[src/hw/rtl/dld_pkg.sv]
// Shared types and constants of the digitizer link deframer.
package dld_pkg;

    // Result kinds, as seen on the result channel's tuser
    typedef enum logic [2:0] {
        KIND_START    = 3'd0,
        KIND_STOP     = 3'd1,
        KIND_OTHER    = 3'd2,
        KIND_HEADER   = 3'd3,
        KIND_SAMPLES  = 3'd4,
        KIND_TRAILER  = 3'd5,
        KIND_OVERFLOW = 3'd6
    } kind_t;

    // Word classes decided by the front end
    typedef enum logic [1:0] {
        CLS_START = 2'd0,
        CLS_STOP  = 2'd1,
        CLS_OTHER = 2'd2,
        CLS_DATA  = 2'd3
    } cls_t;

    // One classified word as held in the queue
    typedef struct packed {
        cls_t        cls;
        logic [31:0] word;
    } q_item_t;

    // One result item
    typedef struct packed {
        kind_t       kind;
        logic [3:0]  sample_index;
        logic [5:0]  first_channel;
        logic [9:0]  value_a;
        logic [9:0]  value_b;
        logic [9:0]  value_c;
        logic [11:0] bunch_number;
        logic [1:0]  run_mode;
        logic [2:0]  gain_bits;
        logic [3:0]  header_length;
        logic [4:0]  error_flags;
        logic [3:0]  variable_parity;
    } result_t;

    // Configuration register indexes
    localparam logic [1:0] REG_SAMPLES = 2'd0;
    localparam logic [1:0] REG_START   = 2'd1;
    localparam logic [1:0] REG_STOP    = 2'd2;

    // Configuration reset values
    localparam logic [3:0]  SAMPLES_RESET = 4'd13;
    localparam logic [31:0] START_RESET   = 32'h1111_1110;
    localparam logic [31:0] STOP_RESET    = 32'hffff_fff0;

endpackage

[src/hw/rtl/dld_front.sv]
// Front end: classifies each accepted link word against the control values.
module dld_front (
    input  logic             is_control,
    input  logic [31:0]      link_word,
    input  logic [31:0]      start_value,
    input  logic [31:0]      stop_value,
    output dld_pkg::q_item_t item
);
    import dld_pkg::*;

    // Control words are compared with the configured start and stop values
    always_comb begin
        item.word = link_word;
        priority if (!is_control) begin
            item.cls = CLS_DATA;
        end else if (link_word == start_value) begin
            item.cls = CLS_START;
        end else if (link_word == stop_value) begin
            item.cls = CLS_STOP;
        end else begin
            item.cls = CLS_OTHER;
        end
    end

endmodule

[src/hw/rtl/dld_queue.sv]
// Two-entry queue between the front end and the back end.
module dld_queue (
    input  logic             aclk,
    input  logic             aresetn,
    input  logic             push,
    input  dld_pkg::q_item_t push_item,
    output logic             not_full,
    input  logic             pop,
    output logic             not_empty,
    output dld_pkg::q_item_t pop_item
);
    import dld_pkg::*;

    q_item_t    mem_reg [2];
    logic       wr_ptr_reg, wr_ptr_next;
    logic       rd_ptr_reg, rd_ptr_next;
    logic [1:0] count_reg, count_next;

    assign not_full  = (count_reg != 2'd2);
    assign not_empty = (count_reg != 2'd0);
    assign pop_item  = mem_reg[rd_ptr_reg];

    // Pointer and fill count update; a push and a pop may share a cycle
    always_comb begin
        wr_ptr_next = push ? ~wr_ptr_reg : wr_ptr_reg;
        rd_ptr_next = pop ? ~rd_ptr_reg : rd_ptr_reg;
        unique case ({push, pop})
            2'b10:   count_next = count_reg + 2'd1;
            2'b01:   count_next = count_reg - 2'd1;
            default: count_next = count_reg;
        endcase
    end

    always_ff @(posedge aclk) begin
        if (!aresetn) begin
            wr_ptr_reg <= 1'b0;
            rd_ptr_reg <= 1'b0;
            count_reg  <= 2'd0;
        end else begin
            wr_ptr_reg <= wr_ptr_next;
            rd_ptr_reg <= rd_ptr_next;
            count_reg  <= count_next;
        end
    end

    // Entry storage
    always_ff @(posedge aclk) begin
        if (push) begin
            mem_reg[wr_ptr_reg] <= push_item;
        end
    end

endmodule

[src/hw/rtl/dld_back.sv]
// Back end: framing state, sample decode and the output register.
module dld_back #(
    parameter int NUM_CHANNELS = 48,
    parameter int SWAP_CHANNEL = 24
) (
    input  logic             aclk,
    input  logic             aresetn,
    input  logic [3:0]       samples_per_channel,
    input  logic             q_valid,
    input  dld_pkg::q_item_t q_item,
    output logic             q_pop,
    output logic             out_valid,
    input  logic             out_ready,
    output dld_pkg::result_t out_result
);
    import dld_pkg::*;

    localparam logic [8:0] NUM_CH = 9'(NUM_CHANNELS);
    localparam logic [8:0] SWAP_CH = 9'(SWAP_CHANNEL);

    logic       expect_header_reg, expect_header_next;
    logic [4:0] sample_count_reg, sample_count_next;
    logic [4:0] channel_group_reg, channel_group_next;
    logic       group_started_reg, group_started_next;
    logic       out_valid_reg, out_valid_next;
    result_t    out_reg, out_next;

    logic [5:0] grp;
    logic [8:0] base;
    logic [4:0] sample_limit;
    logic [31:0] w;
    logic [8:0] cur_top;

    assign q_pop      = q_valid && (!out_valid_reg || out_ready);
    assign out_valid  = out_valid_reg;
    assign out_result = out_reg;
    assign w          = q_item.word;

    // Group that a data word would land in, and its first channel less one
    always_comb begin
        if (sample_count_reg == 5'd0) begin
            grp = group_started_reg ? ({1'b0, channel_group_reg} + 6'd1) : 6'd0;
        end else begin
            grp = {1'b0, channel_group_reg};
        end
        base         = {2'b00, grp, 1'b0} + {3'b000, grp};
        sample_limit = {1'b0, samples_per_channel} + 5'd1;
    end

    // Result decode and next state
    always_comb begin
        expect_header_next = expect_header_reg;
        sample_count_next  = sample_count_reg;
        channel_group_next = channel_group_reg;
        group_started_next = group_started_reg;
        out_next           = out_reg;
        out_valid_next     = out_valid_reg && !out_ready;
        if (q_pop) begin
            out_valid_next = 1'b1;
            out_next       = '0;
            unique case (q_item.cls)
                CLS_START: begin
                    out_next.kind      = KIND_START;
                    channel_group_next = 5'd0;
                    group_started_next = 1'b0;
                end
                CLS_STOP: begin
                    out_next.kind = KIND_STOP;
                end
                CLS_OTHER: begin
                    out_next.kind = KIND_OTHER;
                end
                default: begin
                    priority if (expect_header_reg && w[31]) begin
                        out_next.kind            = KIND_HEADER;
                        out_next.bunch_number    = w[11:0];
                        out_next.run_mode        = w[16:15];
                        out_next.gain_bits       = w[14:12];
                        out_next.header_length   = w[29:26];
                        out_next.error_flags     = {w[22], w[23], w[24], w[25], w[30]};
                        out_next.variable_parity = w[21:18];
                        expect_header_next       = 1'b0;
                        sample_count_next        = 5'd0;
                    end else if (sample_count_reg < sample_limit) begin
                        if (((base + 9'd3) > NUM_CH) || grp[5]) begin
                            // Group overrun: the samples are dropped for an overflow result, no state moves
                            out_next.kind = KIND_OVERFLOW;
                        end else begin
                            out_next.kind          = KIND_SAMPLES;
                            out_next.sample_index  = sample_count_reg[3:0];
                            out_next.first_channel = 6'(base + 9'd1);
                            if (base < SWAP_CH) begin
                                out_next.value_a = w[9:0];
                                out_next.value_c = w[29:20];
                            end else begin
                                out_next.value_a = w[29:20];
                                out_next.value_c = w[9:0];
                            end
                            out_next.value_b   = w[19:10];
                            channel_group_next = grp[4:0];
                            group_started_next = 1'b1;
                            sample_count_next  = sample_count_reg + 5'd1;
                        end
                    end else begin
                        out_next.kind      = KIND_TRAILER;
                        expect_header_next = 1'b1;
                    end
                end
            endcase
        end
    end

    always_ff @(posedge aclk) begin
        if (!aresetn) begin
            expect_header_reg <= 1'b1;
            sample_count_reg  <= 5'd0;
            channel_group_reg <= 5'd0;
            group_started_reg <= 1'b0;
            out_valid_reg     <= 1'b0;
        end else begin
            expect_header_reg <= expect_header_next;
            sample_count_reg  <= sample_count_next;
            channel_group_reg <= channel_group_next;
            group_started_reg <= group_started_next;
            out_valid_reg     <= out_valid_next;
        end
    end

    // Output payload register
    always_ff @(posedge aclk) begin
        out_reg <= out_next;
    end

    // Top channel of the current group, for the checks below
    assign cur_top = {3'b000, channel_group_reg, 1'b0} + {4'b0000, channel_group_reg} + 9'd3;

    // The sample count never runs past one more than the largest setting
    a_count_bound: assert property (@(posedge aclk) disable iff (!aresetn)
        sample_count_reg <= 5'd16)
        else $error("sample count out of range");

    // A started group always lies wholly inside the channel range
    a_group_bound: assert property (@(posedge aclk) disable iff (!aresetn)
        group_started_reg |-> (cur_top <= NUM_CH))
        else $error("channel group past last channel");

    // A header result leaves the block no longer expecting a header
    a_header_clears: assert property (@(posedge aclk) disable iff (!aresetn)
        (q_pop && out_next.kind == KIND_HEADER) |=> !expect_header_reg)
        else $error("header expectation not cleared");

endmodule

[src/hw/rtl/digitizer_link_deframer.sv]
// Top level of the digitizer link deframer: ports, configuration registers, wiring.
//
//  Channel   Direction  Payload
//  s_axis    in         tdata: link_word; tuser: is_control
//  m_axis    out        tdata: deframed fields; tuser: kind
//  apb       in/out     samples_per_channel @0, start value @4, stop value @8
//
//  One link word is taken every cycle while the queue has room (s_tready high); its result
//  is held in the queue and then in the output register before it is offered on m_axis.
//  Throughput is set by the two-entry queue and the single output register.
//  Reset (aresetn low at a clock edge) empties the queue and output and restores state.
//  A stalled result channel fills the output register, then the queue, then drops s_tready.
module digitizer_link_deframer #(
    parameter int NUM_CHANNELS = 48,
    parameter int SWAP_CHANNEL = 24
) (
    input  logic        aclk,
    input  logic        aresetn,
    // link_word [31:0]
    input  logic [31:0] s_tdata,
    // is_control [0]
    input  logic [0:0]  s_tuser,
    input  logic        s_tvalid,
    output logic        s_tready,
    // sample_index [3:0], first_channel [9:4], value_a [19:10], value_b [29:20],
    // value_c [39:30], bunch_number [51:40], run_mode [53:52], gain_bits [56:54],
    // header_length [60:57], error_flags [65:61], variable_parity [69:66], zero [71:70]
    output logic [71:0] m_tdata,
    // kind [2:0]
    output logic [2:0]  m_tuser,
    output logic        m_tvalid,
    input  logic        m_tready,
    input  logic        psel,
    input  logic        penable,
    input  logic        pwrite,
    input  logic [3:0]  paddr,
    input  logic [31:0] pwdata,
    output logic [31:0] prdata,
    output logic        pready
);
    import dld_pkg::*;

    logic [3:0]  samples_reg;
    logic [31:0] start_reg;
    logic [31:0] stop_reg;
    logic        cfg_write;
    q_item_t     front_item;
    q_item_t     q_item;
    logic        q_not_full;
    logic        q_not_empty;
    logic        q_pop;
    logic        s_push;
    result_t     res;

    // Configuration port
    assign pready    = 1'b1;
    assign cfg_write = psel && penable && pwrite;

    always_ff @(posedge aclk) begin
        if (!aresetn) begin
            samples_reg <= SAMPLES_RESET;
            start_reg   <= START_RESET;
            stop_reg    <= STOP_RESET;
        end else if (cfg_write) begin
            unique case (paddr[3:2])
                REG_SAMPLES: samples_reg <= pwdata[3:0];
                REG_START:   start_reg   <= pwdata;
                REG_STOP:    stop_reg    <= pwdata;
                default:     ;
            endcase
        end
    end

    always_comb begin
        unique case (paddr[3:2])
            REG_SAMPLES: prdata = {28'd0, samples_reg};
            REG_START:   prdata = start_reg;
            REG_STOP:    prdata = stop_reg;
            default:     prdata = 32'd0;
        endcase
    end

    // Front end and queue
    assign s_tready = q_not_full;
    assign s_push   = s_tvalid && q_not_full;

    dld_front u_front (
        .is_control  (s_tuser[0]),
        .link_word   (s_tdata),
        .start_value (start_reg),
        .stop_value  (stop_reg),
        .item        (front_item)
    );

    dld_queue u_queue (
        .aclk      (aclk),
        .aresetn   (aresetn),
        .push      (s_push),
        .push_item (front_item),
        .not_full  (q_not_full),
        .pop       (q_pop),
        .not_empty (q_not_empty),
        .pop_item  (q_item)
    );

    // Back end
    dld_back #(
        .NUM_CHANNELS (NUM_CHANNELS),
        .SWAP_CHANNEL (SWAP_CHANNEL)
    ) u_back (
        .aclk                (aclk),
        .aresetn             (aresetn),
        .samples_per_channel (samples_reg),
        .q_valid             (q_not_empty),
        .q_item              (q_item),
        .q_pop               (q_pop),
        .out_valid           (m_tvalid),
        .out_ready           (m_tready),
        .out_result          (res)
    );

    // Result packing
    assign m_tuser = res.kind;
    assign m_tdata = {2'b00, res.variable_parity, res.error_flags, res.header_length,
                      res.gain_bits, res.run_mode, res.bunch_number, res.value_c,
                      res.value_b, res.value_a, res.first_channel, res.sample_index};

endmodule
[config.mk]
export PLATFORM = sky130hd
export DESIGN_NAME = digitizer_link_deframer
export DESIGN_NICKNAME = d
export VERILOG_FILES = /design/src/hw/rtl/dld_pkg.sv /design/src/hw/rtl/dld_front.sv /design/src/hw/rtl/dld_queue.sv /design/src/hw/rtl/dld_back.sv /design/src/hw/rtl/digitizer_link_deframer.sv
export SDC_FILE = /design/constraint.sdc
export NUM_CORES = 1
export LEC_CHECK = 0
export BUFFER_PORTS_ARGS = -buffer_cell sky130_fd_sc_hd__buf_2
export CAP_MARGIN = 10
export CORE_ASPECT_RATIO = 0.9
export CORE_MARGIN = 5
export CORE_UTILIZATION = 35
export CTS_CLUSTER_DIAMETER = 100
export DETAILED_ROUTE_END_ITERATION = 10
export GPL_TIMING_DRIVEN = 0
export MAX_ROUTING_LAYER = met4
export SYNTH_ARGS = -nofsm -noshare
export SYNTH_HDL_FRONTEND = slang
export SYNTH_SLANG_ARGS = --single-unit
[constraint.sdc]
create_clock -name aclk -period 7 [get_ports aclk]
set_clock_uncertainty 0.1 [all_clocks]
set_input_delay 0.7 -clock aclk [delete_from_list [all_inputs] [get_ports aclk]]
set_output_delay 0.7 -clock aclk [all_outputs]
set_load 0.02 [all_outputs]
======== Word level (Yosys, flattened, before mapping) ========
Memory sizes are Yosys's and may differ from the RTL's. A register that Yosys moved wholly into a read port is not among the register bits.
Index checks and enable logic that the tools add are counted.
word-level totals
  flip-flop bits (word level) ............. 158
  bits in writable memories ............... 68
  bits of input ports ..................... 76
  output and inout bits ................... 110
  word-level logic and storage cells ...... 112
  memories kept ........................... 1
cells by class
  add/sub/neg operators ................... 8
  magnitude comparators ................... 3
  equal/unequal tests ..................... 13
  multiplexer cells ....................... 31
  bitwise gates (word level) .............. 6
  reductions and logical operators ........ 27
memories
  name             depth  bits a word  rd ports  clocked after Yosys merged registers in  wr ports  RTL line         source
  u_queue.mem_reg  2      34           1         1                                        1         dld_queue.sv:14  q_item_t mem_reg [2];
operators with widths
  cell                   count
  $pmux W32 S3           1
  $eq A32 B32 Y1         2
  $mux W5                6
  $mux W10               2
  $mux W6                2
  $mux W1                10
  $pmux W5 S2            1
  $add A8 B2 Y9 const B  1
  $gt A9 B6 Y1 const B   1
  $pmux W3 S3            1
  $add A7 B6 Y8          1
  $lt A8 B5 Y1 const B   1
  $mux W2                4
  $reduce_bool A2 Y1     4
  $add A5 B1 Y6 const B  1
  $add A6 B1 Y6 const B  1
  $eq A2 B1 Y1 const B   3
  $eq A2 B2 Y1 const B   3
  $logic_and A1 B1 Y1    6
  $mux W3                2
  $ne A2 B2 Y1 const B   3
  $not A1 Y1             6
  $reduce_and A2 Y1      3
  $reduce_or A6 Y1       1
  other kinds (18)       22

======== Depth between registers and ports, before layout ========
Gate-level depths: netlist of run 1.
  depth after elaboration ................. 11
  depth in mapped cells ................... 18
  gate-level depth less buffers ........... 16

======== Hierarchy ========
Synthesis of run 1 repeated with hierarchy kept, for this count alone.
second synthesis, totals
  cell total of the unflattened synthesis .. 964
  area total of the unflattened synthesis .. 11115.7 µm²
by module, submodules not included
  module                   instances  cells each  area an instance (µm²)  sequential area each (µm²)
  dld_back                 1          365         4374.2                  2452.4
  digitizer_link_deframer  1          349         3115.5                  1361.3
  dld_queue                1          128         2661.3                  2142.1
  dld_front                1          122         964.7                   0.0

======== Worst setup path after synthesis of run 1 ========
OpenSTA, ideal clock, no wires.
  path kind ............................... in2reg
  start ................................... input port m_tready
  end ..................................... register u_back.sample_count_reg[0]
  setup time .............................. 0.106 ns
  arrival ................................. 5.380 ns
  required time ........................... 6.794 ns
  slack ................................... 1.414 ns
  stages on the path ...................... 6
  buffers on the path ..................... 0
  cells stage by stage .................... nor2b_1 nor2_1 nand2_1 a21oi_1 nand3_1 o311ai_0
on the way
  word-level cells in the longest chain between the ends .. 3
RTL lines
  item                                RTL line                       source
  start, declared                     digitizer_link_deframer.sv:32  input logic m_tready,
  $logic_or A1 B1 Y1                  dld_back.sv:34                 assign q_pop = q_valid && (!out_valid_reg || out_ready);
  $logic_and A1 B1 Y1                 dld_back.sv:34
  named net q_pop                     digitizer_link_deframer.sv:51  logic q_pop;
  $reduce_and A4 Y1 (no source line)  n/a
  end signal, assigned                dld_back.sv:122                sample_count_reg <= sample_count_next;
  end, declared                       dld_back.sv:22                 logic [4:0] sample_count_reg, sample_count_next;
The timed path passes the listed nets, and every way through them passes these cells.
A chain may end at the register's enable or synchronous reset.

======== Final worst setup path of run 1 ========
  start ................................... register u_back.sample_count_reg[0]
  end ..................................... register u_back.out_reg (netlist bit u_back.out_result[55]) (data pin)
on the way
  word-level cells in the longest chain between the ends .. 7
  elaborated cells between the ends (all ways) .. 11
  classes of those cells .................. 2 x add/sub; 3 x order compare; 2 x mux; 1 x bitwise; 3 x reduce/logical
RTL lines
  item                               RTL line         source
  $logic_not A5 Y1                   dld_back.sv:41   if (sample_count_reg == 5'd0) begin
  $mux W6                            dld_back.sv:41
  $add A7 B6 Y8                      dld_back.sv:46   base = {2'b00, grp, 1'b0} + {3'b000, grp};
  $add A8 B2 Y9                      dld_back.sv:85   if (((base + 9'd3) > NUM_CH) || grp[5]) begin
  $gt A9 B6 Y1                       dld_back.sv:85
  $logic_or A1 B1 Y1                 dld_back.sv:85
  $reduce_or A6 Y1 (no source line)  n/a
  end signal, assigned               dld_back.sv:131  out_reg <= out_next;
  end, declared                      dld_back.sv:26   result_t out_reg, out_next;
Parallel ways exist; a longest one is shown, timed or not.

==> results of run 1 <==
[stage by stage]
step / instances / TNS (ns) / setup slack [ns]
after floorplan: 963 / 0 / 1.41
after CTS: 1596 / 0 / 1.99
after global placement: 1545 / -5.81 / -1.27
after detailed placement: 1548 / 0 / 1.99
after global routing: 1604 / 0 / 1.57
final: 1604 / 0 / 2.00
[routing by layer]
metal / vias to the layer above / GRT usage / routed length (um)
met5: - / - / 0
met4: 0 / 0.0676 / 1080
met3: 65 / 0.0246 / 2180
met2: 327 / 0.272 / 13800
met1: 3854 / 0.265 / 14300
li1: 3888 / - / -
[kinds of logic after synthesis]
| kind of cell | count (synthesis) | synth area share |
|---|---|---|
| AOI/OAI and AO/OA | 131 | 0.0947 |
| xor gates and xnor gates | 78 | 0.0647 |
| adders and majority gates | 24 | 0.0292 |
| buffers and inverters | 68 | 0.0275 |
| DFF | 227 | 0.564 |
| muxes | 47 | 0.0472 |
| other | 2 | 0.000712 |
| and+or+nand+nor | 385 | 0.172 |
[layout by cell type (no fill, tap or decap), types with 11 or more instances in the layout]
cell / netlist / layout
clkbuf_16: 0 / 26
nand2_1: 160 / 160
ha_1: 23 / 23
inv_1: 14 / 14
nor2b_1: 25 / 25
mux2i_1: 43 / 43
nor2_1: 69 / 67
a21oi_1: 37 / 37
dfxtp_1: 86 / 86
xnor2_1: 71 / 71
buf_2: 4 / 183
nand3_1: 64 / 64
nand4_1: 23 / 23
edfxtp_1: 141 / 141
a22o_1: 30 / 30
a211oi_1: 11 / 11
clkbuf_1: 40 / 46
[how the worst max path moves through the flow]
stage	endpoint	cells past startpoint	slack, ns	start
2_1_floorplan	u_back.sample_count_reg[0]$_SDFFE_PN0P_	6	1.41	m_tready
3_3_place_gp	u_back.sample_count_reg[1]$_SDFFE_PN0P_	7	-1.27	m_tready
3_5_place_dp	u_back.out_result[55]$_SDFFCE_PP0P_	15	1.99	u_back.sample_count_reg[0]$_SDFFE_PN0P_
4_1_cts	u_back.out_result[50]$_SDFFCE_PP0P_	15	1.99	u_back.sample_count_reg[0]$_SDFFE_PN0P_
5_1_grt	u_back.out_result[55]$_SDFFCE_PP0P_	15	1.57	u_back.sample_count_reg[0]$_SDFFE_PN0P_
6_report	u_back.out_result[55]$_SDFFCE_PP0P_	15	2.00	u_back.sample_count_reg[0]$_SDFFE_PN0P_
[where the power goes]
| group | internal, mW | total (mW) | switching, mW |
|---|---|---|---|
| logic | 0.388 | 1.24 | 0.854 |
| registers | 1.79 | 1.88 | 0.0859 |
| clock network | 0.757 | 1.29 | 0.538 |
| total | 2.94 | 4.42 | 1.48 |
[cell type report]
cell class / instances / area [um2]
Antenna cell: 8 / 20.0
Buffer: 54 / 238
Clock buffer: 32 / 673
Clock inverter: 16 / 140
Fill cell: 2931 / 16900
Inverter: 14 / 52.6
Multi-Input combinational cell: 668 / 4330
Sequential cell: 227 / 5960
Tap cell: 403 / 504
Timing Repair Buffer: 182 / 956
[worst register-to-register path, delay by kind of cell, from the launching register on]
family	cells	cell delay [ns]
and+or+nand+nor	4	1.50
buffers and inverters	4	1.07
AOI/OAI and AO/OA	4	1.04
adders and majority gates	2	0.46
DFF	1	0.37
xor gates and xnor gates	1	0.21
==> qor.csv, run 1 <==
stage,metric,value,unit
synth,synth.largest_area_cell,edfxtp_1,
layout,finalCoreUtilization,0.432,
synth,postSynthCellCount,962,
global_route,grt_overflow,0,
timing,finalMaxSlewViolations,0,
critical_path,r2r_end,u_back.out_result[55]$_SDFFCE_PP0P_,
placement,placed_cell_area,12000,um2
timing,setup_viol,0,
layout,area_growth,21.9,%
power,ir_worst_vdd,202,uV
timing,rsz0062_at_grt,false,
route,viasPerCell,5.07,
synth,synth_seq_cells,227,
run_status,status,finished clean,
clock_network,cts_root_buffer,clkbuf_16,
die,core,29800,um2
layout,nNetsFinal,1273,
global_route,grt_antenna_before_repair,8,
power,pwr_density_cell,343,nW/um2
critical_path,required,7.18,ns
route,post-route-drc-count,0,
min_path,hold_depth,3,
route,wl_per_cell,19.5,um
synth,yosys_warnings,0,
critical_path,slowest_stage,o21ai_0,
route,postRouteWirelength,31300,um
min_path,hold_class,primary input to flop,
min_path,min_to,stop_reg[23]$_SDFFE_PN1P_,
placement,place_congestion,0.962,
die,row_count,60,
global_route,grt_use_total,0.186,
synth,yosysMostFrequentCell,nand2_1,
synth,yosysUniqueCellTypes,66,
timing,period_share,0.715,
timing,fin_crit,5.00,ns
critical_path,start_kind,flop,
power,cellLeakagePower,5.02,nW
min_path,min_from,pwdata[23],
synth,ys.flop_type,edfxtp_1,
timing,finalHoldViolCount,0,
synth,syn-cell-area,10600,um2
die,initial_core_util,0.354,
critical_path,path_common_cell,buf_2,
timing,slew_headroom,0.388,
clock_network,clock_latency,0.54,ns
layout,largest_reg_flops,73,
route,dr.pass1.iters,5,
clock_network,clockBufferDepth,3,
placement,dpl.hpwl,23600,um
power,power,4.42,mW
layout,drive_above_1_share,0.214,
synth,yosys-top-cells-area,"edfxtp_1 (40%), dfxtp_1 (16%), xnor2_1 (5.9%)",
synth,synth_edf_count,141,
flow_run,max-cap-violations,0,
synth,yosys-top-cells-count,"nand2_1 (160), edfxtp_1 (141), dfxtp_1 (86)",
timing,worstMarginPinSlew,0.918,ns
timing,fmax,0.200,GHz
die,die_width,193,um
clock_network,clk_pin_slew_worst_paths,0.06,ns
die,io_pins,186,
critical_path,crit_type,flop to flop,
global_route,grt_pass1_wl,46700,um
clock_network,ctsHoldBuffers,0,
synth,syn-mean-instance-area,11.0,um2
critical_path,cpPeakStageDelay,0.64,ns
critical_path,timing.rr.start,u_back.sample_count_reg[0]$_SDFFE_PN0P_,
layout,final_area,12900,um2
clock_network,cts.sinks,227,
global_route,grt_pass1_vias,7787,
die,dieArea,33700,um2
clock_network,cts_tree,yes,
critical_path,cp.arrival,5.18,ns
critical_path,reg2reg_slack,2.00,ns
route,num_vias,8134,
synth,yosys.area.top_type_share,0.401,
critical_path,r2r_cells,15,
critical_path,worst-path-max-fanout,10,
synth,seq_area_frac_synth,0.564,
placement,port_buffers,179,
clock_network,cts_inserted_buffers,26,
clock_network,cts_resized,0,
critical_path,worst_setup_path_end_kind,flop,
critical_path,cp_num_buf_inv,4,
clock_network,htree_levels,1,
die,die_h,175,um
critical_path,critPathTopFamily,simple AND/OR/NAND/NOR gates,
critical_path,crit_chain,inv_1 > ha_1 > nor4b_2 > nand2_2 > o21ai_0 > ha_1 > a211oi_1 > nor3b_1 > o22ai_1 > xnor2_1 > nor4b_1 > buf_2 > buf_2 > buf_2 > a211oi_1,
route,drtIter0Drc,629,
global_route,grt_start_max_net_pins,35,
synth,async_flop_share,0,
route,drtAntennaViolNets,0,
timing,hold_slack,0.286,ns
clock_network,post-cts-setup-buffers,0,
No activity file was read; power rests on OpenSTA's default activity.
==> inputs of run 2 (changes only) <==
==> constraint.sdc (replaced) <==
create_clock -name aclk -period 5.1 [get_ports aclk]
set_clock_uncertainty 0.1 [all_clocks]
set_input_delay 0.51 -clock aclk [delete_from_list [all_inputs] [get_ports aclk]]
set_output_delay 0.51 -clock aclk [all_outputs]
set_load 0.02 [all_outputs]
==> run 2 against run 1 <==
Net effect: total power rose by 36%; critical endpoint is now u_back.out_result[30]$_SDFFCE_PP0P_; non-clock buffer count did not move; hold slack got worse by 0.17 ns.
==> qor.csv, run 2 (synthesized netlist as in run 1, its figures left out) <==
stage,metric,value,unit
timing,slew_headroom,0.377,
route,wl_per_cell,19.5,um
layout,final_common_cell,buf_2,
global_route,grt_use_total,0.184,
die,die_h,175,um
global_route,grt_pass1_vias,7726,
power,cellLeakagePower,5.02,nW
die,initial_core_util,0.354,
global_route,grt_pass1_wl,46600,um
global_route,grt_start_max_net_pins,35,
placement,place_congestion,0.938,
critical_path,worst_setup_path_end_kind,flop,
route,drtAntennaViolNets,0,
critical_path,crit_type,flop to flop,
global_route,grt_antenna_before_repair,6,
layout,mostFrequentLayoutCells,"buf_2 (183), nand2_1 (160), edfxtp_1 (141)",
timing,setup_viol,0,
clock_network,clk_pin_slew_worst_paths,0.06,ns
route,num_vias,8154,
clock_network,cts_resized,0,
die,core,29800,um2
die,dieArea,33700,um2
clock_network,cts_inserted_buffers,25,
critical_path,worst-path-max-fanout,10,
die,row_count,60,
clock_network,clockBufferDepth,3,
clock_network,clock_latency,0.53,ns
timing,worstMarginPinSlew,0.935,ns
critical_path,start_kind,flop,
layout,area_growth,21.8,%
timing,fmax,0.209,GHz
critical_path,cp.arrival,5.03,ns
run_status,status,finished clean,
power,ir_worst_vdd,235,uV
clock_network,ctsHoldBuffers,0,
placement,dpl.hpwl,23800,um
clock_network,cts_tree,yes,
flow_run,max-cap-violations,0,
clock_network,cts_root_buffer,clkbuf_16,
route,dr.pass1.iters,6,
layout,largest_reg_flops,73,
die,die_width,193,um
clock_network,post-cts-setup-buffers,0,
layout,final_area,12900,um2
route,postRouteWirelength,31300,um
clock_network,htree_levels,1,
route,drtIter0Drc,645,
placement,place_ws,0.126,ns
timing,setup_ws,0.326,ns
timing,finalHoldViolCount,0,
min_path,hold_class,primary input to flop,
power,pwr_density_cell,468,nW/um2
timing,rsz0062_at_grt,false,
placement,port_buffers,179,
global_route,grt_overflow,0,
critical_path,cpPeakStageDelay,0.45,ns
route,viasPerCell,5.10,
layout,nNetsFinal,1272,
layout,drive_above_1_share,0.215,
timing,fin_crit,4.77,ns
clock_network,cts.sinks,227,
critical_path,crit_chain,inv_1 > ha_1 > or4b_1 > buf_4 > a21oi_2 > inv_1 > ha_1 > fa_1 > a21o_1 > a21o_1 > a211o_1 > a311oi_2 > a21bo_2 > nand3_1 > buf_4 > buf_6 > a211oi_2,
critical_path,required,5.35,ns
timing,finalMaxSlewViolations,0,
route,post-route-drc-count,0,
critical_path,slowest_stage,or4b_1,
timing,period_share,0.936,
placement,placed_cell_area,12000,um2
die,io_pins,186,
run 2: cell types whose count changed in the layout (fill, tap and decap cells not counted), moves of 2 or more:
cell      previous run  this run
clkbuf_1            46        50
diode_2              8         6
clkinv_1             6         1
clkbuf_8             0         3
run 2: power by group:
part	total [mW]	switching (mW)	internal, mW
sequential	2.59	0.124	2.46
clock	1.72	0.723	1.00
combinational	1.71	1.17	0.539
total	6.02	2.01	4.00
run 2: area by class of cell:
cell class | instances | area [um2]
fillers | 2892 | 16900
flip-flops and latches | 227 | 5960
multi-input cells | 668 | 4350
repair buffers | 182 | 963
clock buffers | 38 | 704
well taps | 403 | 504
plain buffers | 54 | 241
clock inverters | 8 | 70.1
inverters | 14 | 52.6
diodes | 6 | 15.0
run 2: stage by stage:
step | total power [mW] | utilization | TNS, ns | hold slack, ns | instances
final | 6.02 | 0.431 | 0 | 0.111 | 1600
after global routing | 6.30 | 0.431 | 0 | 0.110 | 1600
after floorplan | 3.69 | - | 0 | 0.361 | 963
after detailed placement | 4.35 | 0.404 | 0 | 0.377 | 1548
after CTS | 6.06 | 0.430 | 0 | 0.0884 | 1594
after global placement | 4.31 | 0.401 | -1.38 | 0.369 | 1545
run 2: layer usage:
metal | global-route usage | share of wire
met4 | 0.0534 | 0.023
met1 | 0.261 | 0.45
met5 | - | 0
met2 | 0.272 | 0.45
met3 | 0.0320 | 0.074
run 2: worst paths after layout:
kind,cells past startpoint,from,to,slack (ns)
worst max-delay path,17,u_back.sample_count_reg[0]$_SDFFE_PN0P_,u_back.out_result[30]$_SDFFCE_PP0P_,0.33
worst min-delay path,3,pwdata[22],stop_reg[22]$_SDFFE_PN1P_,0.11
worst max register to register,17,u_back.sample_count_reg[0]$_SDFFE_PN0P_,u_back.out_result[30]$_SDFFCE_PP0P_,0.33
worst min register to register,2,start_reg[19]$_SDFFE_PN0P_,start_reg[19]$_SDFFE_PN0P_,0.39
run 2: critical path, delay by kind of cell (launching register included):
family,cells,cell delay [ns]
flip-flops,1,0.37
AND/OR/NAND/NOR,2,0.59
AO/OA/AOI/OAI,7,1.89
buffers and inverters,5,0.82
adder cells (fa/ha/maj),3,0.84
==> inputs of run 3 (changes only) <==
--- a/config.mk
+++ b/config.mk
@@ -14,6 +14,7 @@
 export DETAILED_ROUTE_END_ITERATION = 10
 export GPL_TIMING_DRIVEN = 0
 export MAX_ROUTING_LAYER = met4
+export PLACE_DENSITY = 0.53
 export SYNTH_ARGS = -nofsm -noshare
 export SYNTH_HDL_FRONTEND = slang
 export SYNTH_SLANG_ARGS = --single-unit
==> run 3 against run 2 <==
Net effect: global-route usage grew 0.65 points; sequential power is essentially flat; total power grew 1.6%; die area is the same; via count shrank 0.97%; final cell count is the same; core utilization grew 0.21 points; fmax shrank 1.1%.
==> qor.csv, run 3 (synthesized netlist as in run 1, its figures left out) <==
stage,metric,value,unit
placement,dpl.hpwl,24100,um
global_route,grtUsageMet2,0.282,
power,swShare,0.333,
die,initial_core_util,0.354,
clock_network,clock_latency,0.53,ns
timing,fin_tns_setup,0,ns
layout,n_fill_cell,2898,
global_route,grt_start_max_net_pins,35,
power,power.switching,2.04,mW
layout,mostFrequentLayoutCells,"buf_2 (183), nand2_1 (160), edfxtp_1 (141)",
timing,fmax,0.207,GHz
global_route,grt_antenna_before_repair,3,
run_status,status,finished clean,
timing,slew_headroom,0.369,
route,postRouteWirelength,32100,um
clock_network,htree_levels,1,
layout,area_growth,22.4,%
placement,dp.cells,1548,
power,ir_worst_vdd,228,uV
critical_path,worst_setup_path_end_kind,flop,
die,die_width,193,um
layout,nNetsFinal,1273,
clock_network,clk_pin_slew_worst_paths,0.06,ns
die,core,29800,um2
global_route,grt_overflow,0,
critical_path,slowest_stage,or4b_1,
timing,worstMarginPinSlew,0.944,ns
timing,rsz0062_at_grt,false,
timing,setup_viol,0,
global_route,use_met1,0.280,
clock_network,cts_root_buffer,clkbuf_16,
critical_path,critPathTopFamily,compound AO/OA/AOI/OAI gates,
critical_path,startpoint,u_back.sample_count_reg[0]$_SDFFE_PN0P_,
route,post-route-drc-count,0,
clock_network,cts_inserted_buffers,26,
critical_path,crit_chain,inv_1 > ha_1 > or4b_1 > buf_4 > a21oi_4 > inv_1 > ha_1 > fa_1 > a21o_1 > a21o_1 > a211o_1 > a311oi_2 > a21bo_2 > nand3_1 > buf_4 > buf_6 > a211oi_2,
clock_network,ctsHoldBuffers,0,
timing,finalHoldViolCount,0,
die,row_count,60,
critical_path,required,5.35,ns
power,internal_power,4.07,mW
die,die_h,175,um
layout,multi_input_area,4360,um2
power,pwr-share-clk,0.295,
timing,finalMaxSlewViolations,0,
placement,place_congestion,0.860,
flow_run,max-cap-violations,0,
critical_path,cp.arrival,5.08,ns
critical_path,timing.rr.start,u_back.sample_count_reg[0]$_SDFFE_PN0P_,
placement,port_buffers,179,
clock_network,cts_tree,yes,
die,io_pins,186,
route,num_vias,8075,
critical_path,crit_type,flop to flop,
layout,drive_above_1_share,0.219,
critical_path,worst-path-max-fanout,10,
power,pwr-share-seq,0.423,
layout,finalNonFillerCells,1600,
power,cellLeakagePower,5.04,nW
global_route,grt_pass1_vias,7770,
layout,largest_reg_flops,73,
global_route,grt_pass1_wl,48000,um
route,dr.pass1.iters,5,
global_route,grt_use_met3,0.0222,
route,wl_per_cell,20.0,um
global_route,busiest_layer,met2,
route,drtIter0Drc,675,
layout,regArea,5960,um2
route,viasPerCell,5.05,
clock_network,cts.sinks,227,
power,combPwrFrac,0.282,
clock_network,clockBufferDepth,3,
power,pwr_density_cell,473,nW/um2
global_route,grt_use_total,0.191,
critical_path,cpPeakStageDelay,0.45,ns
critical_path,start_kind,flop,
die,dieArea,33700,um2
layout,final_common_cell,buf_2,
min_path,hold_class,primary input to flop,
min_path,min_from,pwdata[7],
timing,period_share,0.946,
timing,fin_crit,4.83,ns
route,drtAntennaViolNets,0,
critical_path,cp_num_buf_inv,5,
[run 3: changes by cell type in the layout (fill, tap and decap cells not counted), moves of 2 or more]
| cell | previous run | this run |
|---|---|---|
| clkinv_2 | 4 | 2 |
| nor4b_2 | 0 | 2 |
| clkbuf_16 | 25 | 27 |
| clkbuf_8 | 3 | 7 |
| diode_2 | 6 | 4 |
[run 3: area by class of cell]
cell class,count,share of cell area
Antenna cell,4,0.000775
Sequential cell,227,0.461
Timing Repair Buffer,182,0.0746
Clock inverter,5,0.00223
Tap cell,403,0.0390
Buffer,54,0.0187
Clock buffer,43,0.0624
Inverter,14,0.00407
Multi-Input combinational cell,668,0.337
[run 3: metal layers]
metal | vias to the layer above | wire length, um
met2 | 305 | 14400
met5 | - | 0
met4 | 0 | 719
met1 | 3849 | 14800
li1 | 3877 | -
met3 | 44 | 2210
[run 3: worst reg2reg max path, cell delays in order, from the launching register on]
cell	delay, ns
dfxtp_1	0.37
inv_1	0.14
ha_1	0.17
or4b_1	0.45
buf_4	0.20
a21oi_4	0.20
inv_1	0.13
ha_1	0.23
fa_1	0.44
a21o_1	0.23
a21o_1	0.26
a211o_1	0.35
a311oi_2	0.33
a21bo_2	0.33
nand3_1	0.16
buf_4	0.22
buf_6	0.17
a211oi_2	0.18
[run 3: worst paths after layout]
check	end	slack [ns]	depth (start not counted)
min	stop_reg[7]$_SDFFE_PN1P_	0.11	3
max	u_back.out_result[30]$_SDFFCE_PP0P_	0.27	17
min reg2reg	start_reg[15]$_SDFFE_PN0P_	0.39	2
max reg2reg	u_back.out_result[30]$_SDFFCE_PP0P_	0.27	17
[run 3: stage by stage]
stage                     hold slack [ns]  power (mW)  utilization  setup WS, ns  cell area (um2)
final                               0.110        6.11        0.433         0.275            12900
after global routing                0.112        6.40        0.433        0.0360            12900
after CTS                          0.0876        6.18        0.432        0.0329            12900
after detailed placement            0.378        4.37        0.404        0.0515            12000
after global placement              0.369        4.32        0.401        -0.645            12000
after floorplan                     0.361        3.69            -         0.822            10600
[run 3: power by group through the flow]
| stage | logic [mW] | registers [mW] | clock network (mW) |
|---|---|---|---|
| 2_1_floorplan | 0.681 | 3.01 | 0 |
| 3_3_place_gp | 1.67 | 2.65 | 0 |
| 3_5_place_dp | 1.74 | 2.63 | 0 |
| 4_1_cts | 1.74 | 2.59 | 1.85 |
| 5_1_grt | 1.86 | 2.62 | 1.92 |
| 6_report | 1.72 | 2.58 | 1.80 |
[run 3: what timing repair did]
action,CTS,global route
setup buffers,0,0
resized for setup,0,7
endpoints found under the setup margin,0,46
